$ cat src/rtl/core/rcps_pkg.sv
package rcps_pkg;

  // Field widths
  localparam int PULSE_W = 15;
  localparam int SPD_W   = 16;
  localparam int DB_W    = 12;
  localparam int PROD_W  = 2 * PULSE_W;
  localparam int CFG_IDX_W = 3;

  // Serial unit step counts and counter widths
  localparam int MUL_STEPS = PULSE_W;
  localparam int MUL_CNT_W = $clog2(MUL_STEPS + 1);
  localparam int DIV_STEPS_FULL = PROD_W;
  localparam int DIV_STEPS_HALF = PULSE_W;
  localparam int DIV_CNT_W = $clog2(DIV_STEPS_FULL + 1);

  // Pulses below this width give a zero target
  localparam logic [PULSE_W-1:0] PULSE_FLOOR = PULSE_W'(800);

  typedef enum logic [CFG_IDX_W-1:0] {
    CFG_MID_PULSE     = 3'd0,
    CFG_MID_DEADBAND  = 3'd1,
    CFG_TOP_LIMIT     = 3'd2,
    CFG_BOTTOM_LIMIT  = 3'd3,
    CFG_RAMP_UP_DIV   = 3'd4,
    CFG_RAMP_DOWN_DIV = 3'd5,
    CFG_REVERSE       = 3'd6,
    CFG_MIN_SPEED     = 3'd7
  } cfg_idx_t;

  typedef enum logic [2:0] {
    ST_IDLE,
    ST_CLASS,
    ST_MUL,
    ST_DIV_LIN,
    ST_SLEW,
    ST_DIV_RAMP,
    ST_FINISH
  } state_t;

  // Divider start request: half selects a 15-bit dividend
  typedef struct packed {
    logic start;
    logic half;
  } div_cmd_t;

endpackage

$ cat src/rtl/core/rcps_mul.sv
module rcps_mul (
  input  logic                           clk,
  input  logic                           rst_n,
  input  logic                           start,
  input  logic [rcps_pkg::PULSE_W-1:0]   mcand,
  input  logic [rcps_pkg::PULSE_W-1:0]   mplier,
  output logic [rcps_pkg::PROD_W-1:0]    product,
  output logic                           done
);
  import rcps_pkg::*;

  logic [PROD_W-1:0]    prod_r, prod_nxt;
  logic [PULSE_W-1:0]   mcand_r;
  logic [MUL_CNT_W-1:0] cnt_r, cnt_nxt;
  logic                 busy_r, busy_nxt;
  logic                 done_r, done_nxt;
  logic [PULSE_W:0]     sum;

  // Add the multiplicand on the low multiplier bit, then shift right
  always_comb begin
    sum = {1'b0, prod_r[PROD_W-1:PULSE_W]} + (prod_r[0] ? {1'b0, mcand_r} : '0);
    prod_nxt = prod_r;
    cnt_nxt = cnt_r;
    busy_nxt = busy_r;
    done_nxt = 1'b0;
    if (start) begin
      prod_nxt = {{PULSE_W{1'b0}}, mplier};
      cnt_nxt = MUL_CNT_W'(MUL_STEPS);
      busy_nxt = 1'b1;
    end else if (busy_r) begin
      prod_nxt = {sum, prod_r[PULSE_W-1:1]};
      cnt_nxt = cnt_r - 1'b1;
      if (cnt_r == MUL_CNT_W'(1)) begin
        busy_nxt = 1'b0;
        done_nxt = 1'b1;
      end
    end
  end

  always_ff @(posedge clk) begin
    if (!rst_n) begin
      busy_r <= 1'b0;
      done_r <= 1'b0;
      cnt_r <= '0;
    end else begin
      busy_r <= busy_nxt;
      done_r <= done_nxt;
      cnt_r <= cnt_nxt;
    end
  end

  always_ff @(posedge clk) begin
    prod_r <= prod_nxt;
    if (start) begin
      mcand_r <= mcand;
    end
  end

  assign product = prod_r;
  assign done = done_r;

endmodule

$ cat src/rtl/core/rcps_div.sv
module rcps_div (
  input  logic                          clk,
  input  logic                          rst_n,
  input  rcps_pkg::div_cmd_t            cmd,
  input  logic [rcps_pkg::PROD_W-1:0]   dividend,
  input  logic [rcps_pkg::PULSE_W-1:0]  divisor,
  output logic [rcps_pkg::PROD_W-1:0]   quotient,
  output logic                          done
);
  import rcps_pkg::*;

  logic [PULSE_W-1:0]   rem_r, rem_nxt;
  logic [PROD_W-1:0]    dq_r, dq_nxt;
  logic [PULSE_W-1:0]   dsr_r;
  logic [DIV_CNT_W-1:0] cnt_r, cnt_nxt;
  logic                 busy_r, busy_nxt;
  logic                 done_r, done_nxt;
  logic [PULSE_W:0]     trial;
  logic [PULSE_W:0]     diff;
  logic                 ge;

  // Restoring division: one quotient bit per cycle
  always_comb begin
    trial = {rem_r, dq_r[PROD_W-1]};
    diff = trial - {1'b0, dsr_r};
    ge = (trial >= {1'b0, dsr_r});
    rem_nxt = rem_r;
    dq_nxt = dq_r;
    cnt_nxt = cnt_r;
    busy_nxt = busy_r;
    done_nxt = 1'b0;
    if (cmd.start) begin
      rem_nxt = '0;
      dq_nxt = cmd.half ? {dividend[PULSE_W-1:0], {(PROD_W-PULSE_W){1'b0}}} : dividend;
      cnt_nxt = cmd.half ? DIV_CNT_W'(DIV_STEPS_HALF) : DIV_CNT_W'(DIV_STEPS_FULL);
      busy_nxt = 1'b1;
    end else if (busy_r) begin
      rem_nxt = ge ? diff[PULSE_W-1:0] : trial[PULSE_W-1:0];
      dq_nxt = {dq_r[PROD_W-2:0], ge};
      cnt_nxt = cnt_r - 1'b1;
      if (cnt_r == DIV_CNT_W'(1)) begin
        busy_nxt = 1'b0;
        done_nxt = 1'b1;
      end
    end
  end

  always_ff @(posedge clk) begin
    if (!rst_n) begin
      busy_r <= 1'b0;
      done_r <= 1'b0;
      cnt_r <= '0;
    end else begin
      busy_r <= busy_nxt;
      done_r <= done_nxt;
      cnt_r <= cnt_nxt;
    end
  end

  always_ff @(posedge clk) begin
    rem_r <= rem_nxt;
    dq_r <= dq_nxt;
    if (cmd.start) begin
      dsr_r <= divisor;
    end
  end

  assign quotient = dq_r;
  assign done = done_r;

endmodule

$ cat src/rtl/core/rc_pulse_to_speed_ramp_core.sv
// One request at a time; a new request is taken only once the last result is registered.
// The work is done by the bit-serial 15-step multiplier and the shared 1-bit-per-cycle
// divider (30 steps for the linear quotient, 15 for the ramp step limit, skipped when
// the target equals the stored speed); a held result stalls the last step.
// Synchronous active-low reset loads the register defaults and clears the stored speed.
module rc_pulse_to_speed_ramp_core (
  input  logic                                clk,
  input  logic                                rst_n,
  input  logic                                in_valid,
  output logic                                in_ready,
  input  logic [rcps_pkg::PULSE_W-1:0]        in_pulse_width,
  input  logic [rcps_pkg::PULSE_W-1:0]        in_max_speed,
  input  logic                                in_signal_ok,
  output logic                                out_valid,
  input  logic                                out_ready,
  output logic signed [rcps_pkg::SPD_W-1:0]   out_speed_cmd,
  input  logic                                cfg_valid,
  output logic                                cfg_ready,
  input  logic [rcps_pkg::CFG_IDX_W-1:0]      cfg_index,
  input  logic [rcps_pkg::PULSE_W-1:0]        cfg_data
);
  import rcps_pkg::*;

  // Configuration registers
  logic [PULSE_W-1:0] mid_pulse_r;
  logic [DB_W-1:0]    mid_deadband_r;
  logic [PULSE_W-1:0] top_limit_r;
  logic [PULSE_W-1:0] bottom_limit_r;
  logic [PULSE_W-1:0] ramp_up_div_r;
  logic [PULSE_W-1:0] ramp_down_div_r;
  logic               reverse_r;
  logic [PULSE_W-1:0] min_speed_r;

  // Request and working registers
  state_t                    state_r, state_nxt;
  logic [PULSE_W-1:0]        pw_r;
  logic [PULSE_W-1:0]        maxs_r;
  logic                      ok_r;
  logic                      neg_r, neg_nxt;
  logic [PULSE_W-1:0]        den_r, den_nxt;
  logic signed [SPD_W-1:0]   target_r, target_nxt;
  logic [PULSE_W-1:0]        lim_r, lim_nxt;
  logic signed [SPD_W-1:0]   ramped_r, ramped_nxt;
  logic                      out_valid_r, out_valid_nxt;
  logic signed [SPD_W-1:0]   out_speed_cmd_r, out_speed_cmd_nxt;

  // Target classification
  logic [PULSE_W:0]          up_edge;
  logic signed [PULSE_W+1:0] down_edge;
  logic                      zero_tgt;
  logic                      above;
  logic                      below;
  logic [PULSE_W-1:0]        num_sel;
  logic [PULSE_W-1:0]        den_sel;
  logic [PULSE_W-1:0]        span_spd;

  // Serial units
  logic                      mul_start;
  logic [PROD_W-1:0]         mul_product;
  logic                      mul_done;
  div_cmd_t                  div_cmd;
  logic [PROD_W-1:0]         div_dividend;
  logic [PULSE_W-1:0]        div_divisor;
  logic [PROD_W-1:0]         div_quotient;
  logic                      div_done;

  // Slew step
  logic [PULSE_W:0]          tgt_mag;
  logic signed [SPD_W:0]     slew_diff;
  logic [SPD_W:0]            slew_abs;
  logic [SPD_W:0]            slew_step;
  logic signed [SPD_W:0]     ramped_ext;
  logic [PULSE_W-1:0]        ramp_sel;
  logic                      out_free;

  assign cfg_ready = 1'b1;
  assign in_ready = (state_r == ST_IDLE);
  assign out_valid = out_valid_r;
  assign out_speed_cmd = out_speed_cmd_r;

  // Write configuration registers
  always_ff @(posedge clk) begin
    if (!rst_n) begin
      mid_pulse_r <= PULSE_W'(1500);
      mid_deadband_r <= DB_W'(30);
      top_limit_r <= PULSE_W'(1950);
      bottom_limit_r <= PULSE_W'(1050);
      ramp_up_div_r <= PULSE_W'(50);
      ramp_down_div_r <= PULSE_W'(50);
      reverse_r <= 1'b0;
      min_speed_r <= PULSE_W'(500);
    end else if (cfg_valid && cfg_ready) begin
      case (cfg_idx_t'(cfg_index))
        CFG_MID_PULSE:     mid_pulse_r <= cfg_data;
        CFG_MID_DEADBAND:  mid_deadband_r <= cfg_data[DB_W-1:0];
        CFG_TOP_LIMIT:     top_limit_r <= cfg_data;
        CFG_BOTTOM_LIMIT:  bottom_limit_r <= cfg_data;
        CFG_RAMP_UP_DIV:   ramp_up_div_r <= cfg_data;
        CFG_RAMP_DOWN_DIV: ramp_down_div_r <= cfg_data;
        CFG_REVERSE:       reverse_r <= cfg_data[0];
        CFG_MIN_SPEED:     min_speed_r <= cfg_data;
        default: ;
      endcase
    end
  end

  // Classify the latched pulse against floor, band and limits
  always_comb begin
    up_edge = {1'b0, mid_pulse_r} + {{(PULSE_W+1-DB_W){1'b0}}, mid_deadband_r};
    down_edge = $signed({2'b00, mid_pulse_r}) -
                $signed({{(PULSE_W+2-DB_W){1'b0}}, mid_deadband_r});
    zero_tgt = !ok_r || (maxs_r < min_speed_r) || (pw_r < PULSE_FLOOR);
    above = ({1'b0, pw_r} > up_edge);
    below = ($signed({2'b00, pw_r}) < down_edge);
    span_spd = maxs_r - min_speed_r;
    num_sel = above ? (pw_r - up_edge[PULSE_W-1:0]) : (down_edge[PULSE_W-1:0] - pw_r);
    den_sel = above ? (top_limit_r - up_edge[PULSE_W-1:0])
                    : (down_edge[PULSE_W-1:0] - bottom_limit_r);
  end

  // Slew arithmetic on the registered target
  always_comb begin
    tgt_mag = {1'b0, div_quotient[PULSE_W-1:0]} + {1'b0, min_speed_r};
    ramped_ext = {ramped_r[SPD_W-1], ramped_r};
    slew_diff = {target_r[SPD_W-1], target_r} - ramped_ext;
    slew_abs = slew_diff[SPD_W] ? SPD_W'(0) - slew_diff : slew_diff;
    slew_step = (slew_abs > {2'b00, lim_r}) ? {2'b00, lim_r} : slew_abs;
    ramp_sel = (target_r > ramped_r) ? ramp_up_div_r : ramp_down_div_r;
    out_free = !out_valid_r || out_ready;
  end

  // Sequence the request through the serial units
  always_comb begin
    state_nxt = state_r;
    neg_nxt = neg_r;
    den_nxt = den_r;
    target_nxt = target_r;
    lim_nxt = lim_r;
    ramped_nxt = ramped_r;
    out_valid_nxt = out_valid_r && !out_ready;
    out_speed_cmd_nxt = out_speed_cmd_r;
    mul_start = 1'b0;
    div_cmd = '0;
    div_dividend = mul_product;
    div_divisor = den_r;
    case (state_r)
      ST_IDLE: begin
        if (in_valid) begin
          state_nxt = ST_CLASS;
        end
      end
      ST_CLASS: begin
        neg_nxt = !above;
        den_nxt = den_sel;
        if (zero_tgt || (!above && !below)) begin
          target_nxt = '0;
          state_nxt = ST_SLEW;
        end else if (above && (pw_r > top_limit_r)) begin
          target_nxt = $signed({1'b0, maxs_r});
          state_nxt = ST_SLEW;
        end else if (!above && (pw_r < bottom_limit_r)) begin
          target_nxt = SPD_W'(0) - $signed({1'b0, maxs_r});
          state_nxt = ST_SLEW;
        end else begin
          mul_start = 1'b1;
          state_nxt = ST_MUL;
        end
      end
      ST_MUL: begin
        if (mul_done) begin
          div_cmd.start = 1'b1;
          state_nxt = ST_DIV_LIN;
        end
      end
      ST_DIV_LIN: begin
        if (div_done) begin
          target_nxt = neg_r ? SPD_W'(0) - $signed(tgt_mag) : $signed(tgt_mag);
          state_nxt = ST_SLEW;
        end
      end
      ST_SLEW: begin
        if (target_r == ramped_r) begin
          state_nxt = ST_FINISH;
        end else begin
          div_cmd.start = 1'b1;
          div_cmd.half = 1'b1;
          div_dividend = {{(PROD_W-PULSE_W){1'b0}}, maxs_r};
          div_divisor = (ramp_sel == '0) ? PULSE_W'(1) : ramp_sel;
          state_nxt = ST_DIV_RAMP;
        end
      end
      ST_DIV_RAMP: begin
        if (div_done) begin
          lim_nxt = (div_quotient[PULSE_W-1:0] == '0) ? PULSE_W'(1)
                                                     : div_quotient[PULSE_W-1:0];
          state_nxt = ST_FINISH;
        end
      end
      ST_FINISH: begin
        if (out_free) begin
          if (slew_diff[SPD_W]) begin
            ramped_nxt = SPD_W'(ramped_ext - $signed(slew_step));
          end else begin
            ramped_nxt = SPD_W'(ramped_ext + $signed(slew_step));
          end
          out_valid_nxt = 1'b1;
          out_speed_cmd_nxt = reverse_r ? SPD_W'(0) - ramped_nxt : ramped_nxt;
          state_nxt = ST_IDLE;
        end
      end
      default: begin
        state_nxt = ST_IDLE;
      end
    endcase
  end

  // Control state
  always_ff @(posedge clk) begin
    if (!rst_n) begin
      state_r <= ST_IDLE;
      ramped_r <= '0;
      out_valid_r <= 1'b0;
    end else begin
      state_r <= state_nxt;
      ramped_r <= ramped_nxt;
      out_valid_r <= out_valid_nxt;
    end
  end

  // Payload registers
  always_ff @(posedge clk) begin
    if (in_valid && in_ready) begin
      pw_r <= in_pulse_width;
      maxs_r <= in_max_speed;
      ok_r <= in_signal_ok;
    end
    neg_r <= neg_nxt;
    den_r <= den_nxt;
    target_r <= target_nxt;
    lim_r <= lim_nxt;
    out_speed_cmd_r <= out_speed_cmd_nxt;
  end

  rcps_mul u_mul (
    .clk     (clk),
    .rst_n   (rst_n),
    .start   (mul_start),
    .mcand   (span_spd),
    .mplier  (num_sel),
    .product (mul_product),
    .done    (mul_done)
  );

  rcps_div u_div (
    .clk      (clk),
    .rst_n    (rst_n),
    .cmd      (div_cmd),
    .dividend (div_dividend),
    .divisor  (div_divisor),
    .quotient (div_quotient),
    .done     (div_done)
  );

endmodule

$ cat config.mk
export PLATFORM = sky130hd
export DESIGN_NAME = rc_pulse_to_speed_ramp_core
export DESIGN_NICKNAME = d
export VERILOG_FILES = /design/src/rtl/core/rcps_pkg.sv /design/src/rtl/core/rcps_mul.sv /design/src/rtl/core/rcps_div.sv /design/src/rtl/core/rc_pulse_to_speed_ramp_core.sv
export SDC_FILE = /design/constraint.sdc
export NUM_CORES = 1
export LEC_CHECK = 0
export BUFFER_PORTS_ARGS = -buffer_cell sky130_fd_sc_hd__buf_2
export CAP_MARGIN = 25
export CORE_ASPECT_RATIO = 2
export CORE_MARGIN = 2
export CORE_UTILIZATION = 50
export CTS_BUF_LIST = sky130_fd_sc_hd__clkbuf_8
export CTS_CLUSTER_DIAMETER = 200
export DETAILED_ROUTE_END_ITERATION = 7
export GPL_TIMING_DRIVEN = 1
export PLACE_DENSITY = 0.75
export SLEW_MARGIN = 5
export SYNTH_ARGS = -nofsm -noshare
export SYNTH_HDL_FRONTEND = slang
export SYNTH_SLANG_ARGS = --single-unit
$ cat constraint.sdc
create_clock -name clk -period 9.1 [get_ports clk]
set_input_delay 0.455 -clock clk [delete_from_list [all_inputs] [get_ports clk]]
set_output_delay 0.455 -clock clk [all_outputs]
set_load 0.01 [all_outputs]
==> flow_summary.json <==
{
  "outcome": "complete, no violations",
  "worstPathArrival_ns": 8.86,
  "max-cap-violations": 0,
  "num_vias": 21800,
  "rsz0062_at_grt": "no",
  "avgSynthCellArea_um2": 8.50,
  "io_pins": 73,
  "relSlewSlack_pct": 22.4,
  "core_area_mm2": 0.0484,
  "cp-startpoint": "ramped_r[1]$_SDFFE_PN0P_",
  "hold_path.class": "in -> reg",
  "nets": 3254,
  "firstDrtPassIters": 5,
  "leakage_nw": 11.1,
  "synthCells": 2875,
  "viasPerCell": 6.01,
  "grt_overflow": 0,
  "finalHoldViolCount": 0,
  "synth_seq_cells": 335,
  "ys_async_sr_fraction_pct": 0,
  "crit_top_cell": "or3_1",
  "ys.flop_type": "edfxtp_1",
  "grt_pass1_vias": 22500,
  "grt_pass1_wl_mm": 124,
  "ys_top_cells_by_count": "431 x nand2_1, 240 x ha_1, 236 x a21oi_1",
  "clock_path_buffers": 3,
  "antenna_found_initial": 1,
  "yosys.area.top_type_share_pct": 20.8,
  "finalNonFillerCells": 3629,
  "synth.most_common_cell": "nand2_1",
  "tns_ns": 0,
  "final_antenna_net_count": 0,
  "drtIter0Drc": 1350,
  "die-height_um": 317,
  "cts-root-buf": "clkbuf_8",
  "drc": 0,
  "synth_warnings": 0,
  "synth_area_leader_cell": "edfxtp_1",
  "slew_violations": 0,
  "crit_family": "simple AND/OR/NAND/NOR gates",
  "hold_start": "in_max_speed[0]",
  "die_x_um": 160,
  "start_util_pct": 50.5,
  "placed_cells": 3497,
  "dp_hpwl_mm": 64.0,
  "synth_area_mm2": 0.0244,
  "crit_path_start_kind": "register",
  "worst-path-buf-inv": 1,
  "power.density_mw_per_mm2": 209,
  "synth_cell_types": 92,
  "htreeDepth": 2,
  "setup_viol": 0,
  "clock-sinks": 335,
  "cp_max_fo": 9,
  "seq_area_frac_synth_pct": 34.4,
  "cpPeakStageDelay_ns": 0.66,
  "grt_max_degree": 78,
  "area_growth_pct": 9.57,
  "clk_pin_slew_ns": 0.07,
  "synth_edf_count": 169,
  "worst_pin_slew_ns": 1.16,
  "row_count": 114,
  "wire_per_inst_um": 22.6,
  "cts_tree": "done",
  "dieArea_mm2": 0.0507,
  "r2r_start": "ramped_r[1]$_SDFFE_PN0P_",
  "period_needed_ns": 8.46,
  "skew_ns": 0.0388,
  "timing.final.crit_share_pct": 93.0,
  "cp.required_ns": 9.50,
  "end_kind": "register",
  "worstSkewPairLatency_ns": 0.67,
  "peakVddDrop_mv": 0.134,
  "criticalPathCategory": "reg -> reg",
  "gp_congestion": 1.04,
  "cpMaxStageDelayCell": "o211ai_1",
  "ys_top_cells_by_area": "edfxtp_1 21%, dfxtp_1 14%, ha_1 12%, nand2_1 6.6%, a21oi_1 4.8%",
  "drive_gt1_share_pct": 7.89,
  "fmax_mhz": 118,
  "grt_usage_pct": 32.1,
  "numPortBuffers": 71,
  "wirelength_mm": 81.8,
  "synth_nets": 3181,
  "cts_buffers": 51
}
layer usage:
| layer | share of wire [%] | track usage, % |
|---|---|---|
| met2 | 53 | 61.8 |
| met1 | 31 | 26.6 |
| met3 | 3.9 | 4.33 |
| met4 | 13 | 34.3 |
| met5 | 0 | 0 |
final timing paths:
path                               endpoint  slack (ns)  cells past startpoint
max             out_speed_cmd[15]$_DFFE_PP_        0.64                     30
min                     maxs_r[0]$_DFFE_PP_        0.04                      1
max reg2reg     out_speed_cmd[15]$_DFFE_PP_        0.64                     30
min reg2reg  bottom_limit_r[9]$_SDFFE_PN0P_        0.45                      2
cells in the final DEF (no fill, tap or decap), drive strengths merged, types with 15 or more instances in the layout:
master / Yosys / routed
xnor2: 126 / 126
and3: 21 / 21
nor2: 176 / 176
o22ai: 21 / 21
nand3: 58 / 58
a211oi: 24 / 24
inv: 233 / 253
a31oi: 17 / 17
nor4: 24 / 24
nand2: 431 / 431
ha: 240 / 240
o31ai: 20 / 20
o211ai: 41 / 41
mux2i: 44 / 44
clkbuf: 105 / 53
nand4: 22 / 22
o21a: 28 / 28
a21oi: 238 / 238
mux2: 20 / 20
a22oi: 18 / 18
edfxtp: 169 / 169
xor2: 76 / 76
buf: 13 / 108
o21bai: 15 / 15
dlygate4sd3: 0 / 30
clkinv: 1 / 17
and2: 28 / 28
or3: 26 / 26
dfxtp: 166 / 166
nor2b: 39 / 39
nor3: 57 / 57
nand2b: 25 / 25
o21ai: 153 / 153
a21o: 38 / 38
report_power, final:
part           switching (mW)  leakage [nW]  internal, mW
Sequential              0.154          2.91          1.80
Combinational            1.42          7.60         0.902
Clock                   0.646         0.597         0.661
state kept, by name, summed over array words and instances, names as in the netlist, 16 cells and up:
register / cells
out_speed_cmd: 16
ramped_r: 16
target_r: 16
u_div.quotient: 30
u_mul.product: 30
cell families after synthesis:
group	Yosys count	share of synthesized area, %
AOI/OAI and AO/OA	713	18.6
xor gates and xnor gates	204	7.46
adders and majority gates	252	13.3
buffers and inverters	352	5.52
DFF	335	34.4
muxes	64	2.73
other	1	0.0154
and+or+nand+nor	954	18.0
final cells by class:
type / instances / area [um2]
flip-flops and latches: 335 / 8400
multi-input cells: 2188 / 14700
inverters: 234 / 878
repair buffers: 138 / 950
clock buffers: 53 / 729
fillers: 4361 / 21600
diodes: 1 / 2.50
clock inverters: 42 / 299
well taps: 638 / 798
what timing repair did:
action	CTS	global route
buffers inserted	0	3
gates resized for setup	0	0
endpoints found under the setup margin	0	1
hold buffers	30	0
hold endpoints to repair	30	0
through the flow:
step	power (mW)	hold slack (ns)	cell area, um2	setup WS (ns)	utilization [%]
after floorplan	3.60	0.436	24400	1.12	-
after global placement	4.18	0.441	25400	0.614	52.5
after detailed placement	4.25	0.446	25400	0.499	52.5
after CTS	5.56	0.0224	26700	0.460	55.2
after global routing	5.90	0.0364	26800	0.0619	55.3
final	5.58	0.0382	26800	0.636	55.3
Note: power is estimated with default switching activity, not from simulation.
